File: config.mk
export PLATFORM = sky130hd
export DESIGN_NAME = bounding_sphere_accumulate
export DESIGN_NICKNAME = d
export VERILOG_FILES = /design/src/hw/rtl/bsa_pkg.sv /design/src/hw/rtl/bounding_sphere_accumulate.sv /design/src/hw/rtl/bsa_mac.sv /design/src/hw/rtl/bsa_rootdiv.sv
export SDC_FILE = /design/constraint.sdc
export NUM_CORES = 2
export LEC_CHECK = 0
export BUFFER_PORTS_ARGS = -buffer_cell sky130_fd_sc_hd__buf_2
export CAP_MARGIN = 20
export CELL_PAD_IN_SITES_DETAIL_PLACEMENT = 1
export CELL_PAD_IN_SITES_GLOBAL_PLACEMENT = 1
export CORE_MARGIN = 2
export CORE_UTILIZATION = 49
export DETAILED_ROUTE_END_ITERATION = 16
export PLACE_DENSITY = 0.89
export SYNTH_ARGS = -nofsm -noshare
export SYNTH_HDL_FRONTEND = slang
export SYNTH_SLANG_ARGS = --single-unit
File: constraint.sdc
create_clock -name i_clk -period 16.55 [get_ports i_clk]
set_input_delay 4.1375 -clock i_clk [delete_from_list [all_inputs] [get_ports i_clk]]
set_output_delay 4.1375 -clock i_clk [all_outputs]
set_load 0.01 [all_outputs]
File: src/hw/rtl/bsa_pkg.sv
package bsa_pkg;

    // control of the shift-add multiply-accumulate unit
    typedef struct packed {
        logic load;
        logic clear;
        logic step;
    } t_mac_ctl;

    // control of the shared restoring root / divide unit
    typedef struct packed {
        logic load_sqrt;
        logic load_div;
        logic step;
    } t_rd_ctl;

    // number of quotient bits of the centre move ratio
    localparam int unsigned T_FRAC = 32;

endpackage

File: src/hw/rtl/bounding_sphere_accumulate.sv
// Running bounding sphere in signed fixed point. Each input beat clears the
// sphere, extends it by a point or merges another sphere (an unknown op keeps
// it), and yields one output beat with the new sphere. Trivial cases (clear,
// first operand, saturation, unset operand, unknown op) go straight to the
// output beat. A full grow runs on one shift-add multiply-accumulate unit and
// one restoring root/divide unit: the squared distance, the root, the distance
// tests, the move ratio and the centre moves; the squared distance ends sooner
// when the distance components are small. The input stalls while an item is in
// progress.
module bounding_sphere_accumulate #(
    parameter int unsigned COORD_WIDTH = 32
) (
    input  logic                         i_clk,
    input  logic                         i_rst_n,
    input  logic                         i_valid,
    output logic                         o_stall,
    input  logic [1:0]                   i_op,
    input  logic signed [COORD_WIDTH-1:0] i_in_x,
    input  logic signed [COORD_WIDTH-1:0] i_in_y,
    input  logic signed [COORD_WIDTH-1:0] i_in_z,
    input  logic [COORD_WIDTH-2:0]       i_in_radius,
    input  logic                         i_in_empty,
    input  logic                         i_in_max,
    output logic                         o_valid,
    input  logic                         i_stall,
    output logic signed [COORD_WIDTH-1:0] o_center_x,
    output logic signed [COORD_WIDTH-1:0] o_center_y,
    output logic signed [COORD_WIDTH-1:0] o_center_z,
    output logic [COORD_WIDTH-2:0]       o_radius,
    output logic                         o_is_empty,
    output logic                         o_is_max,
    input  logic                         i_cfg_valid,
    output logic                         o_cfg_ready,
    input  logic [15:0]                  i_cfg_data
);
    import bsa_pkg::*;

    localparam int unsigned CW  = COORD_WIDTH;
    localparam int unsigned AW  = (2 * CW + 2 > CW + T_FRAC + 2) ? 2 * CW + 2 : CW + T_FRAC + 2;
    localparam int unsigned BW  = (CW + 1 > T_FRAC + 1) ? CW + 1 : T_FRAC + 1;
    localparam int unsigned SW  = CW + 2;
    localparam int unsigned CNW = $clog2(((CW + 1 > T_FRAC) ? CW + 1 : T_FRAC) + 1);

    localparam logic [1:0] OP_CLEAR = 2'd0;
    localparam logic [1:0] OP_POINT = 2'd1;
    localparam logic [1:0] OP_MERGE = 2'd2;

    localparam logic [3:0] S_IDLE = 4'd0;
    localparam logic [3:0] S_SQL  = 4'd1;
    localparam logic [3:0] S_SQ   = 4'd2;
    localparam logic [3:0] S_ROOT = 4'd3;
    localparam logic [3:0] S_CHK  = 4'd4;
    localparam logic [3:0] S_DIV  = 4'd5;
    localparam logic [3:0] S_MVL  = 4'd6;
    localparam logic [3:0] S_MV   = 4'd7;
    localparam logic [3:0] S_FIN  = 4'd8;

    localparam logic [CW-2:0] RMAX = '1;

    logic [3:0]           r_state;
    logic [1:0]           r_ax;
    logic [CNW-1:0]       r_cnt;
    logic                 r_tsat;
    logic [15:0]          r_tol;

    logic signed [CW-1:0] r_cx, r_cy, r_cz;
    logic [CW-2:0]        r_cr;
    logic                 r_empty, r_max;

    logic signed [CW-1:0] r_px, r_py, r_pz;
    logic [CW-2:0]        r_r1;
    logic signed [CW:0]   r_dx, r_dy, r_dz;
    logic [CW-2:0]        r_grow_r;

    logic                 r_ovalid;
    logic signed [CW-1:0] r_ox, r_oy, r_oz;
    logic [CW-2:0]        r_or;
    logic                 r_oempty, r_omax;

    t_mac_ctl      mac_ctl;
    t_rd_ctl       rd_ctl;
    logic [AW-1:0] mac_a;
    logic [BW-1:0] mac_b;
    logic [AW-1:0] mac_acc;
    logic          mac_busy;
    logic [T_FRAC-1:0] rd_t;
    logic [CW:0]   dn;

    logic signed [CW:0] d_sel;
    logic [CW:0]        d_mag;
    logic [CW:0]        off;
    logic signed [CW:0] c_sel;
    logic signed [CW:0] c_new;

    logic [SW-1:0] sum_dr1, sum_dr0, sum_all, k_val, d2_val;
    logic          accept;
    logic          start_grow;

    assign accept = i_valid && !o_stall;
    assign o_stall = (r_state != S_IDLE);
    assign o_cfg_ready = 1'b1;

    // operand needs the full grow sequence
    assign start_grow = !r_max && !r_empty && (i_op == OP_POINT ||
                        (i_op == OP_MERGE && !i_in_max && !i_in_empty));

    // operand selection for the current axis
    always_comb begin
        case (r_ax)
            2'd0:    begin d_sel = r_dx; c_sel = {r_cx[CW-1], r_cx}; end
            2'd1:    begin d_sel = r_dy; c_sel = {r_cy[CW-1], r_cy}; end
            default: begin d_sel = r_dz; c_sel = {r_cz[CW-1], r_cz}; end
        endcase
        d_mag = d_sel[CW] ? (CW+1)'(-d_sel) : d_sel;
        off   = mac_acc[CW+T_FRAC:T_FRAC];
        c_new = d_sel[CW] ? (c_sel - off) : (c_sel + off);
    end

    // unit control from the sequencer
    always_comb begin
        mac_ctl = '0;
        rd_ctl  = '0;
        mac_a   = AW'(d_mag);
        mac_b   = BW'(d_mag);
        case (r_state)
            S_SQL: begin
                mac_ctl.load  = 1'b1;
                mac_ctl.clear = (r_ax == 2'd0);
            end
            S_SQ: begin
                mac_ctl.step     = mac_busy;
                rd_ctl.load_sqrt = !mac_busy && (r_ax == 2'd2);
            end
            S_ROOT: rd_ctl.step = 1'b1;
            S_CHK:  rd_ctl.load_div = !(k_val >= d2_val);
            S_DIV:  rd_ctl.step = 1'b1;
            S_MVL: begin
                mac_ctl.load  = 1'b1;
                mac_ctl.clear = 1'b1;
                mac_b = r_tsat ? BW'({1'b1, {T_FRAC{1'b0}}}) : BW'(rd_t);
            end
            S_MV:   mac_ctl.step = mac_busy;
            default: ;
        endcase
    end

    // distance tests and grown radius
    always_comb begin
        sum_dr1 = SW'(dn) + SW'(r_r1);
        sum_dr0 = SW'(dn) + SW'(r_cr);
        sum_all = sum_dr1 + SW'(r_cr);
        k_val   = sum_dr1 - SW'(r_cr);
        d2_val  = {dn, 1'b0};
    end

    bsa_mac #(.AW(AW), .BW(BW)) u_mac (
        .i_clk  (i_clk),
        .i_ctl  (mac_ctl),
        .i_a    (mac_a),
        .i_b    (mac_b),
        .o_acc  (mac_acc),
        .o_busy (mac_busy)
    );

    bsa_rootdiv #(.CW(CW)) u_rootdiv (
        .i_clk  (i_clk),
        .i_ctl  (rd_ctl),
        .i_n    (mac_acc[2*CW+1:0]),
        .i_k    (k_val),
        .i_d2   (d2_val),
        .o_t    (rd_t),
        .o_root (dn)
    );

    // sequencer and sphere state
    always_ff @(posedge i_clk) begin
        if (!i_rst_n) begin
            r_state  <= S_IDLE;
            r_ax     <= '0;
            r_cnt    <= '0;
            r_tsat   <= 1'b0;
            r_tol    <= 16'd1;
            r_cx     <= '0;
            r_cy     <= '0;
            r_cz     <= '0;
            r_cr     <= '0;
            r_empty  <= 1'b1;
            r_max    <= 1'b0;
            r_ovalid <= 1'b0;
        end else begin
            if (i_cfg_valid && o_cfg_ready) begin
                r_tol <= i_cfg_data;
            end
            // output beat valid
            if (r_state == S_FIN && (!r_ovalid || !i_stall)) begin
                r_ovalid <= 1'b1;
            end else if (r_ovalid && !i_stall) begin
                r_ovalid <= 1'b0;
            end
            case (r_state)
                S_IDLE: begin
                    if (accept) begin
                        r_state <= start_grow ? S_SQL : S_FIN;
                        r_px <= i_in_x;
                        r_py <= i_in_y;
                        r_pz <= i_in_z;
                        r_dx <= (CW+1)'(i_in_x) - (CW+1)'(r_cx);
                        r_dy <= (CW+1)'(i_in_y) - (CW+1)'(r_cy);
                        r_dz <= (CW+1)'(i_in_z) - (CW+1)'(r_cz);
                        r_r1 <= (i_op == OP_MERGE) ? i_in_radius : '0;
                        r_ax <= '0;
                        if (i_op == OP_CLEAR) begin
                            r_cx    <= '0;
                            r_cy    <= '0;
                            r_cz    <= '0;
                            r_cr    <= '0;
                            r_empty <= 1'b1;
                            r_max   <= 1'b0;
                        end else if (!r_max && i_op == OP_MERGE && i_in_max) begin
                            r_cx    <= '0;
                            r_cy    <= '0;
                            r_cz    <= '0;
                            r_cr    <= RMAX;
                            r_max   <= 1'b1;
                            r_empty <= 1'b0;
                        end else if (!r_max && (i_op == OP_POINT ||
                                     (i_op == OP_MERGE && !i_in_empty))) begin
                            if (r_empty) begin
                                r_cx    <= i_in_x;
                                r_cy    <= i_in_y;
                                r_cz    <= i_in_z;
                                r_cr    <= (i_op == OP_MERGE) ? i_in_radius : '0;
                                r_empty <= 1'b0;
                            end
                        end
                    end
                end
                S_SQL: r_state <= S_SQ;
                S_SQ: begin
                    if (!mac_busy) begin
                        if (r_ax == 2'd2) begin
                            r_cnt   <= CNW'(CW + 1);
                            r_state <= S_ROOT;
                        end else begin
                            r_ax    <= r_ax + 2'd1;
                            r_state <= S_SQL;
                        end
                    end
                end
                S_ROOT: begin
                    r_cnt <= r_cnt - 1'b1;
                    if (r_cnt == CNW'(1)) begin
                        r_state <= S_CHK;
                    end
                end
                S_CHK: begin
                    r_ax     <= '0;
                    r_grow_r <= (sum_all[SW-1:1] > (SW-1)'(RMAX)) ? RMAX : sum_all[CW-1:1];
                    r_tsat   <= (k_val >= d2_val);
                    r_cnt    <= CNW'(T_FRAC);
                    if (dn <= (CW+1)'(r_tol)) begin
                        if (r_r1 > r_cr) begin
                            r_cr <= r_r1;
                        end
                        r_state <= S_FIN;
                    end else if (sum_dr1 < SW'(r_cr)) begin
                        r_state <= S_FIN;
                    end else if (sum_dr0 < SW'(r_r1)) begin
                        r_cx    <= r_px;
                        r_cy    <= r_py;
                        r_cz    <= r_pz;
                        r_cr    <= r_r1;
                        r_state <= S_FIN;
                    end else if (k_val >= d2_val) begin
                        r_state <= S_MVL;
                    end else begin
                        r_state <= S_DIV;
                    end
                end
                S_DIV: begin
                    r_cnt <= r_cnt - 1'b1;
                    if (r_cnt == CNW'(1)) begin
                        r_state <= S_MVL;
                    end
                end
                S_MVL: r_state <= S_MV;
                S_MV: begin
                    if (!mac_busy) begin
                        case (r_ax)
                            2'd0:    r_cx <= c_new[CW-1:0];
                            2'd1:    r_cy <= c_new[CW-1:0];
                            default: r_cz <= c_new[CW-1:0];
                        endcase
                        if (r_ax == 2'd2) begin
                            r_cr    <= r_grow_r;
                            r_state <= S_FIN;
                        end else begin
                            r_ax    <= r_ax + 2'd1;
                            r_state <= S_MVL;
                        end
                    end
                end
                S_FIN: begin
                    if (!r_ovalid || !i_stall) begin
                        r_state <= S_IDLE;
                    end
                end
                default: r_state <= S_IDLE;
            endcase
        end
    end

    // output beat register
    always_ff @(posedge i_clk) begin
        if (r_state == S_FIN && (!r_ovalid || !i_stall)) begin
            r_ox     <= r_cx;
            r_oy     <= r_cy;
            r_oz     <= r_cz;
            r_or     <= r_cr;
            r_oempty <= r_empty;
            r_omax   <= r_max;
        end
    end

    assign o_valid    = r_ovalid;
    assign o_center_x = r_ox;
    assign o_center_y = r_oy;
    assign o_center_z = r_oz;
    assign o_radius   = r_or;
    assign o_is_empty = r_oempty;
    assign o_is_max   = r_omax;

    // a saturated sphere reports centre zero and full radius
    a_max_shape: assert property (@(posedge i_clk) disable iff (!i_rst_n)
        o_valid && o_is_max |-> o_radius == RMAX && o_center_x == '0 && !o_is_empty)
        else $error("saturated sphere malformed");

    // an empty sphere reports centre and radius zero
    a_empty_shape: assert property (@(posedge i_clk) disable iff (!i_rst_n)
        o_valid && o_is_empty |-> o_radius == '0 && o_center_y == '0 && o_center_z == '0)
        else $error("empty sphere malformed");

    // an accepted beat always occupies the sequencer next cycle
    a_busy_after_accept: assert property (@(posedge i_clk) disable iff (!i_rst_n)
        accept |=> o_stall)
        else $error("sequencer not busy after accept");

    // arithmetic units only run during a grow
    a_units_quiet: assert property (@(posedge i_clk) disable iff (!i_rst_n)
        r_state == S_IDLE || r_state == S_FIN |-> !mac_ctl.step && !rd_ctl.step)
        else $error("unit stepping outside a grow");

endmodule

File: src/hw/rtl/bsa_mac.sv
module bsa_mac #(
    parameter int unsigned AW = 66,
    parameter int unsigned BW = 33
) (
    input  logic             i_clk,
    input  bsa_pkg::t_mac_ctl i_ctl,
    input  logic [AW-1:0]    i_a,
    input  logic [BW-1:0]    i_b,
    output logic [AW-1:0]    o_acc,
    output logic             o_busy
);
    import bsa_pkg::*;

    logic [AW-1:0] r_ma;
    logic [BW-1:0] r_mb;
    logic [AW-1:0] r_acc;

    // one multiplier bit per cycle while stepped, lsb first, accumulating across loads unless cleared
    always_ff @(posedge i_clk) begin
        if (i_ctl.load) begin
            r_ma <= i_a;
            r_mb <= i_b;
            if (i_ctl.clear) begin
                r_acc <= '0;
            end
        end else if (i_ctl.step) begin
            if (r_mb[0]) begin
                r_acc <= r_acc + r_ma;
            end
            r_ma <= {r_ma[AW-2:0], 1'b0};
            r_mb <= {1'b0, r_mb[BW-1:1]};
        end
    end

    assign o_acc  = r_acc;
    assign o_busy = (r_mb != '0);

endmodule

File: src/hw/rtl/bsa_rootdiv.sv
module bsa_rootdiv #(
    parameter int unsigned CW = 32
) (
    input  logic              i_clk,
    input  bsa_pkg::t_rd_ctl  i_ctl,
    input  logic [2*CW+1:0]   i_n,
    input  logic [CW+1:0]     i_k,
    input  logic [CW+1:0]     i_d2,
    output logic [bsa_pkg::T_FRAC-1:0] o_t,
    output logic [CW:0]       o_root
);
    import bsa_pkg::*;

    localparam int unsigned RW = CW + 4;
    localparam int unsigned QW = (CW + 1 > T_FRAC) ? CW + 1 : T_FRAC;

    logic            r_div;
    logic [RW-1:0]   r_rem;
    logic [QW-1:0]   r_q;
    logic [2*CW+1:0] r_n;
    logic [CW+1:0]   r_d2;

    logic [RW-1:0] cur;
    logic [RW-1:0] trial;
    logic [RW-1:0] diff;
    logic          ge;

    // shared trial subtract: two radicand bits per step, or one dividend bit
    always_comb begin
        if (r_div) begin
            cur   = {r_rem[RW-2:0], 1'b0};
            trial = RW'(r_d2);
        end else begin
            cur   = {r_rem[RW-3:0], r_n[2*CW+1:2*CW]};
            trial = RW'({r_q, 2'b01});
        end
        diff = cur - trial;
        ge   = (cur >= trial);
    end

    always_ff @(posedge i_clk) begin
        if (i_ctl.load_sqrt) begin
            r_div <= 1'b0;
            r_rem <= '0;
            r_q   <= '0;
            r_n   <= i_n;
        end else if (i_ctl.load_div) begin
            r_div <= 1'b1;
            r_rem <= RW'(i_k);
            r_q   <= '0;
            r_d2  <= i_d2;
        end else if (i_ctl.step) begin
            r_rem <= ge ? diff : cur;
            r_q   <= {r_q[QW-2:0], ge};
            r_n   <= {r_n[2*CW-1:0], 2'b00};
        end
    end

    assign o_t    = r_q[T_FRAC-1:0];
    assign o_root = r_q[CW:0];

endmodule

==> metrics.csv <==
stage,metric,value,unit
critical_path,crit path to,u_rootdiv.r_rem[23]$_SDFFE_PP0P_,
timing,post-route setup slack,6670,ps
power_and_ir_drop,Cell Pwr Density,101,mW/mm²
floorplanning,number of I/O pins,284,
drt,Starting DRT DRC Count,5145,
layout,Final nets,6793,
cts,CTS H-tree lvls,3,
placement,PortBufs,282,
critical_path,startpoint of the worst register-to-register path,r_r1[0]$_DFFE_PP_,
critical_path,"Max FO, Critical Path",45,
placement,dpl ws,6960,ps
timing,RSZ-0062 raised after global routing,false,
floorplanning,starting density of the core,49.2,%
cts,clk sinks,878,
timing,final setup TNS,0,ps
critical_path,Worst Setup SP,r_r1[0]$_DFFE_PP_,
cts,clk slew on worst S/H paths,70,ps
synthesis,top_reg_cell synth,edfxtp_1,
timing,Slew HR,25.4,%
hold_path,hold path startpoint,u_mac.r_ma[61]$_SDFFE_PN0P_,
layout,# fillers,12900,
synthesis,#FFs+latches synth,878,
synthesis,Yosys top cell area share,33.0,%
drt,wire per inst,28.1,µm
floorplanning,num rows,124,
critical_path,crit path DAT,10470,ps
power_and_ir_drop,Leak,24.9,nW
critical_path,Setup CP Type,reg -> reg,
timing,Setup Skew,37.9,ps
grt,first-pass GRT wire length,329,mm
drt,number of remaining DRC errors,0,
critical_path,slowest CP cell,buf_4,
drt,post-route antenna net violation count,0,
cts,Num CTS Buffers,97,
synthesis,mean area per synthesized cell,9.38,µm²
layout,Final Cell Area,0.0625,mm²
cts,Post-CTS Resized,0,
timing,hold_ws,475,ps
cts,Root Driver,clkbuf_16,
critical_path,reg-to-reg endpoint,u_rootdiv.r_rem[23]$_SDFFE_PP0P_,
timing,Final setup viols,0,
placement,HPWL after detailed placement,154,mm
synthesis,syn_nets,6619,
floorplanning,die height,343,µm
power_and_ir_drop,Total Power,6.28,mW
synthesis,Ys Warns,0,
timing,Fmax,101,MHz
power_and_ir_drop,VDD IR max,92.0,µV
drt,length of the first detailed-routing pass in iterations,6,
cts,hold_buf cts,0,
critical_path,"slowest stage delay, CP",610,ps
grt,GRT Total Usage,36.4,%
grt,initial antenna violation count,18,
critical_path,Startpoint Class,register,
cts,CTS tree,yes,
placement,GP Congestion,0.979,
synthesis,post-synth cell types,92,
timing,Final Max Tran Viols,0,
hold_path,class of the worst hold path,reg -> reg,
timing,final hold viol count,0,
layout,layout cells sized above 1,9.80,%
timing,Final period util,59.7,%
layout,Register Area,0.0238,mm²
layout,area delta synth->final,11.3,%
timing,Slew @ Worst Pin,1110,ps
floorplanning,Chip Width,343,µm
drt,final WL,218,mm
grt,largest net degree at the start of global routing,127,
layout,Final Non-Filler Cells,7766,
status,status,"complete, no violations",
synthesis,mapped cell area,0.0562,mm²
grt,vias in the first global route,53800,
layout,multi-input logic area,0.0303,mm²
cts,Bufs on Longest Clock Path,3,
critical_path,Critical Path RT,17140,ps
drt,vias per cell,6.62,
critical_path,Reg2Reg Setup Slack,6670,ps
critical_path,"most used cell, CP",a21oi_1,
critical_path,Reg2Reg Depth,38,
synthesis,Post-Synthesis Cells,5989,
cts,"Clk Latency, worst-skew pair",740,ps
drt,via count,51400,
synthesis,cell accounting for the most synthesized area,edfxtp_1,
floorplanning,core area,0.114,mm²
synthesis,register area share after synthesis,42.3,%
cts,Post-CTS Setup Bufs,0,
floorplanning,Die ar.,0.117,mm²
critical_path,element type at the critical path end,register,
synthesis,synth top area cells,"edfxtp_1 33%, ha_1 10%, dfxtp_1 9.3%",
grt,GR Overflow Total,0,
job,max cap viols,0,
layout,Finished Core Util,54.8,%
placement,Placed Cells,7572,
synthesis,Post-synth EDFFs,617,
timing,Final min period,9880,ps
synthesis,ys async rst share,0,%
placement,placed inst area,0.0590,mm²
## Yosys cell counts (17+ instances only)
| master | n |
|---|---|
| a211o_1 | 18 |
| a211oi_1 | 123 |
| a21o_1 | 176 |
| a21oi_1 | 505 |
| a221oi_1 | 114 |
| a22o_1 | 36 |
| a22oi_1 | 75 |
| a311oi_1 | 37 |
| a31oi_1 | 61 |
| and2_1 | 54 |
| and3_1 | 37 |
| and4_1 | 17 |
| buf_1 | 24 |
| buf_2 | 19 |
| clkbuf_1 | 224 |
| dfxtp_1 | 261 |
| edfxtp_1 | 617 |
| ha_1 | 468 |
| inv_1 | 334 |
| mux2_2 | 33 |
| mux2i_1 | 58 |
| nand2_1 | 695 |
| nand2b_1 | 64 |
| nand3_1 | 96 |
| nand4_1 | 55 |
| nor2_1 | 520 |
| nor2b_1 | 52 |
| nor3_1 | 87 |
| nor4_1 | 35 |
| o211ai_1 | 36 |
| o21a_1 | 63 |
| o21ai_0 | 295 |
| o21bai_1 | 39 |
| o31ai_1 | 29 |
| or2_2 | 20 |
| or3_1 | 19 |
| xnor2_1 | 236 |
| xor2_1 | 133 |
## final cells by class
cell class	count	share of cell area (%)
Timing Repair Buffer	346	3.18
Inverter	336	2.02
Clock buffer	137	4.41
Sequential cell	878	38.0
Clock inverter	44	0.911
Antenna cell	9	0.0360
Multi-Input combinational cell	4504	48.4
Tap cell	1512	3.03
## layout by cell type (no fill, tap or decap), drive strengths merged, types with 20 or more instances in the layout
master	synthesis	routed
a211oi	124	124
a21o	176	176
a21oi	506	506
a221oi	114	114
a22o	36	36
a22oi	75	75
a311oi	38	38
a31oi	61	61
and2	54	54
and3	37	37
buf	47	346
clkbuf	224	137
clkinv	2	30
dfxtp	261	261
edfxtp	617	617
ha	468	468
inv	334	338
mux2	33	33
mux2i	58	58
nand2	696	696
nand2b	64	64
nand3	96	96
nand4	55	55
nor2	520	520
nor2b	52	52
nor3	87	87
nor4	36	36
o211ai	38	38
o21a	63	63
o21ai	306	306
o21bai	39	39
o31ai	29	29
or2	20	20
or3	20	20
xnor2	236	236
xor2	133	133
## flip-flops by register name, indices dropped and copies added, names as in the netlist, 16 cells and up
name              flops
u_rootdiv.r_n        66
r_dx                 33
u_rootdiv.o_root     33
u_rootdiv.r_rem      35
u_mac.r_ma           66
r_pz                 32
o_center_z           32
r_tol                16
o_center_y           32
r_cx                 32
r_px                 32
o_center_x           32
r_r1                 31
r_dy                 33
u_mac.r_mb           33
r_grow_r             31
u_rootdiv.r_d2       33
r_dz                 33
u_mac.o_acc          66
o_radius             31
r_cz                 32
r_py                 32
r_cr                 31
r_cy                 32
## cells by family (layout without fill, tap and decap cells)
kind of cell	after synthesis	count (layout)	synth area share, %
buffers and inverters	607	863	4.13
flip-flops	878	878	42.3
AO/OA/AOI/OAI	1779	1779	21.1
other	1	10	0.00668
XOR/XNOR	369	369	5.75
adder cells (fa/ha/maj)	478	478	10.8
AND/OR/NAND/NOR	1786	1786	14.3
multiplexers	91	91	1.70
## metal layers
layer | global-route usage [%] | part of all wire [%] | up-vias
met3 | 6.98 | 7.8 | 882
met5 | 0 | 0.044 | -
met1 | 41.9 | 37 | 25500
li1 | - | - | 22400
met2 | 60.7 | 47 | 2605
met4 | 26.2 | 8.2 | 16
## how the worst min path moves through the flow
| stage | to | slack (ps) | depth (start not counted) |
|---|---|---|---|
| 6_report | u_mac.r_ma[62]$_SDFFE_PN0P_ | 470 | 2 |
| 5_1_grt | u_mac.r_ma[56]$_SDFFE_PN0P_ | 500 | 2 |
| 4_1_cts | u_mac.r_ma[57]$_SDFFE_PN0P_ | 480 | 2 |
| 3_5_place_dp | u_mac.r_ma[65]$_SDFFE_PN0P_ | 470 | 2 |
| 3_3_place_gp | u_mac.r_ma[65]$_SDFFE_PN0P_ | 460 | 2 |
| 2_1_floorplan | u_rootdiv.r_d2[33]$_DFFE_PP_ | 410 | 0 |
## critical path, delay by kind of cell (launching register included)
| kind | cells | cell delay (ps) |
|---|---|---|
| adder cells (fa/ha/maj) | 4 | 1400 |
| AND/OR/NAND/NOR | 7 | 1440 |
| buffers and inverters | 3 | 1380 |
| XOR/XNOR | 2 | 340 |
| flip-flops | 1 | 460 |
| AO/OA/AOI/OAI | 22 | 4670 |
## report_power, final
group	total (mW)	internal (mW)	leakage, nW	switching [mW]
Clock	2.33	1.33	1.62	1.00
Combinational	1.33	0.475	15.5	0.860
Sequential	2.62	2.51	7.75	0.110
Power figures use the tool's default switching activity.
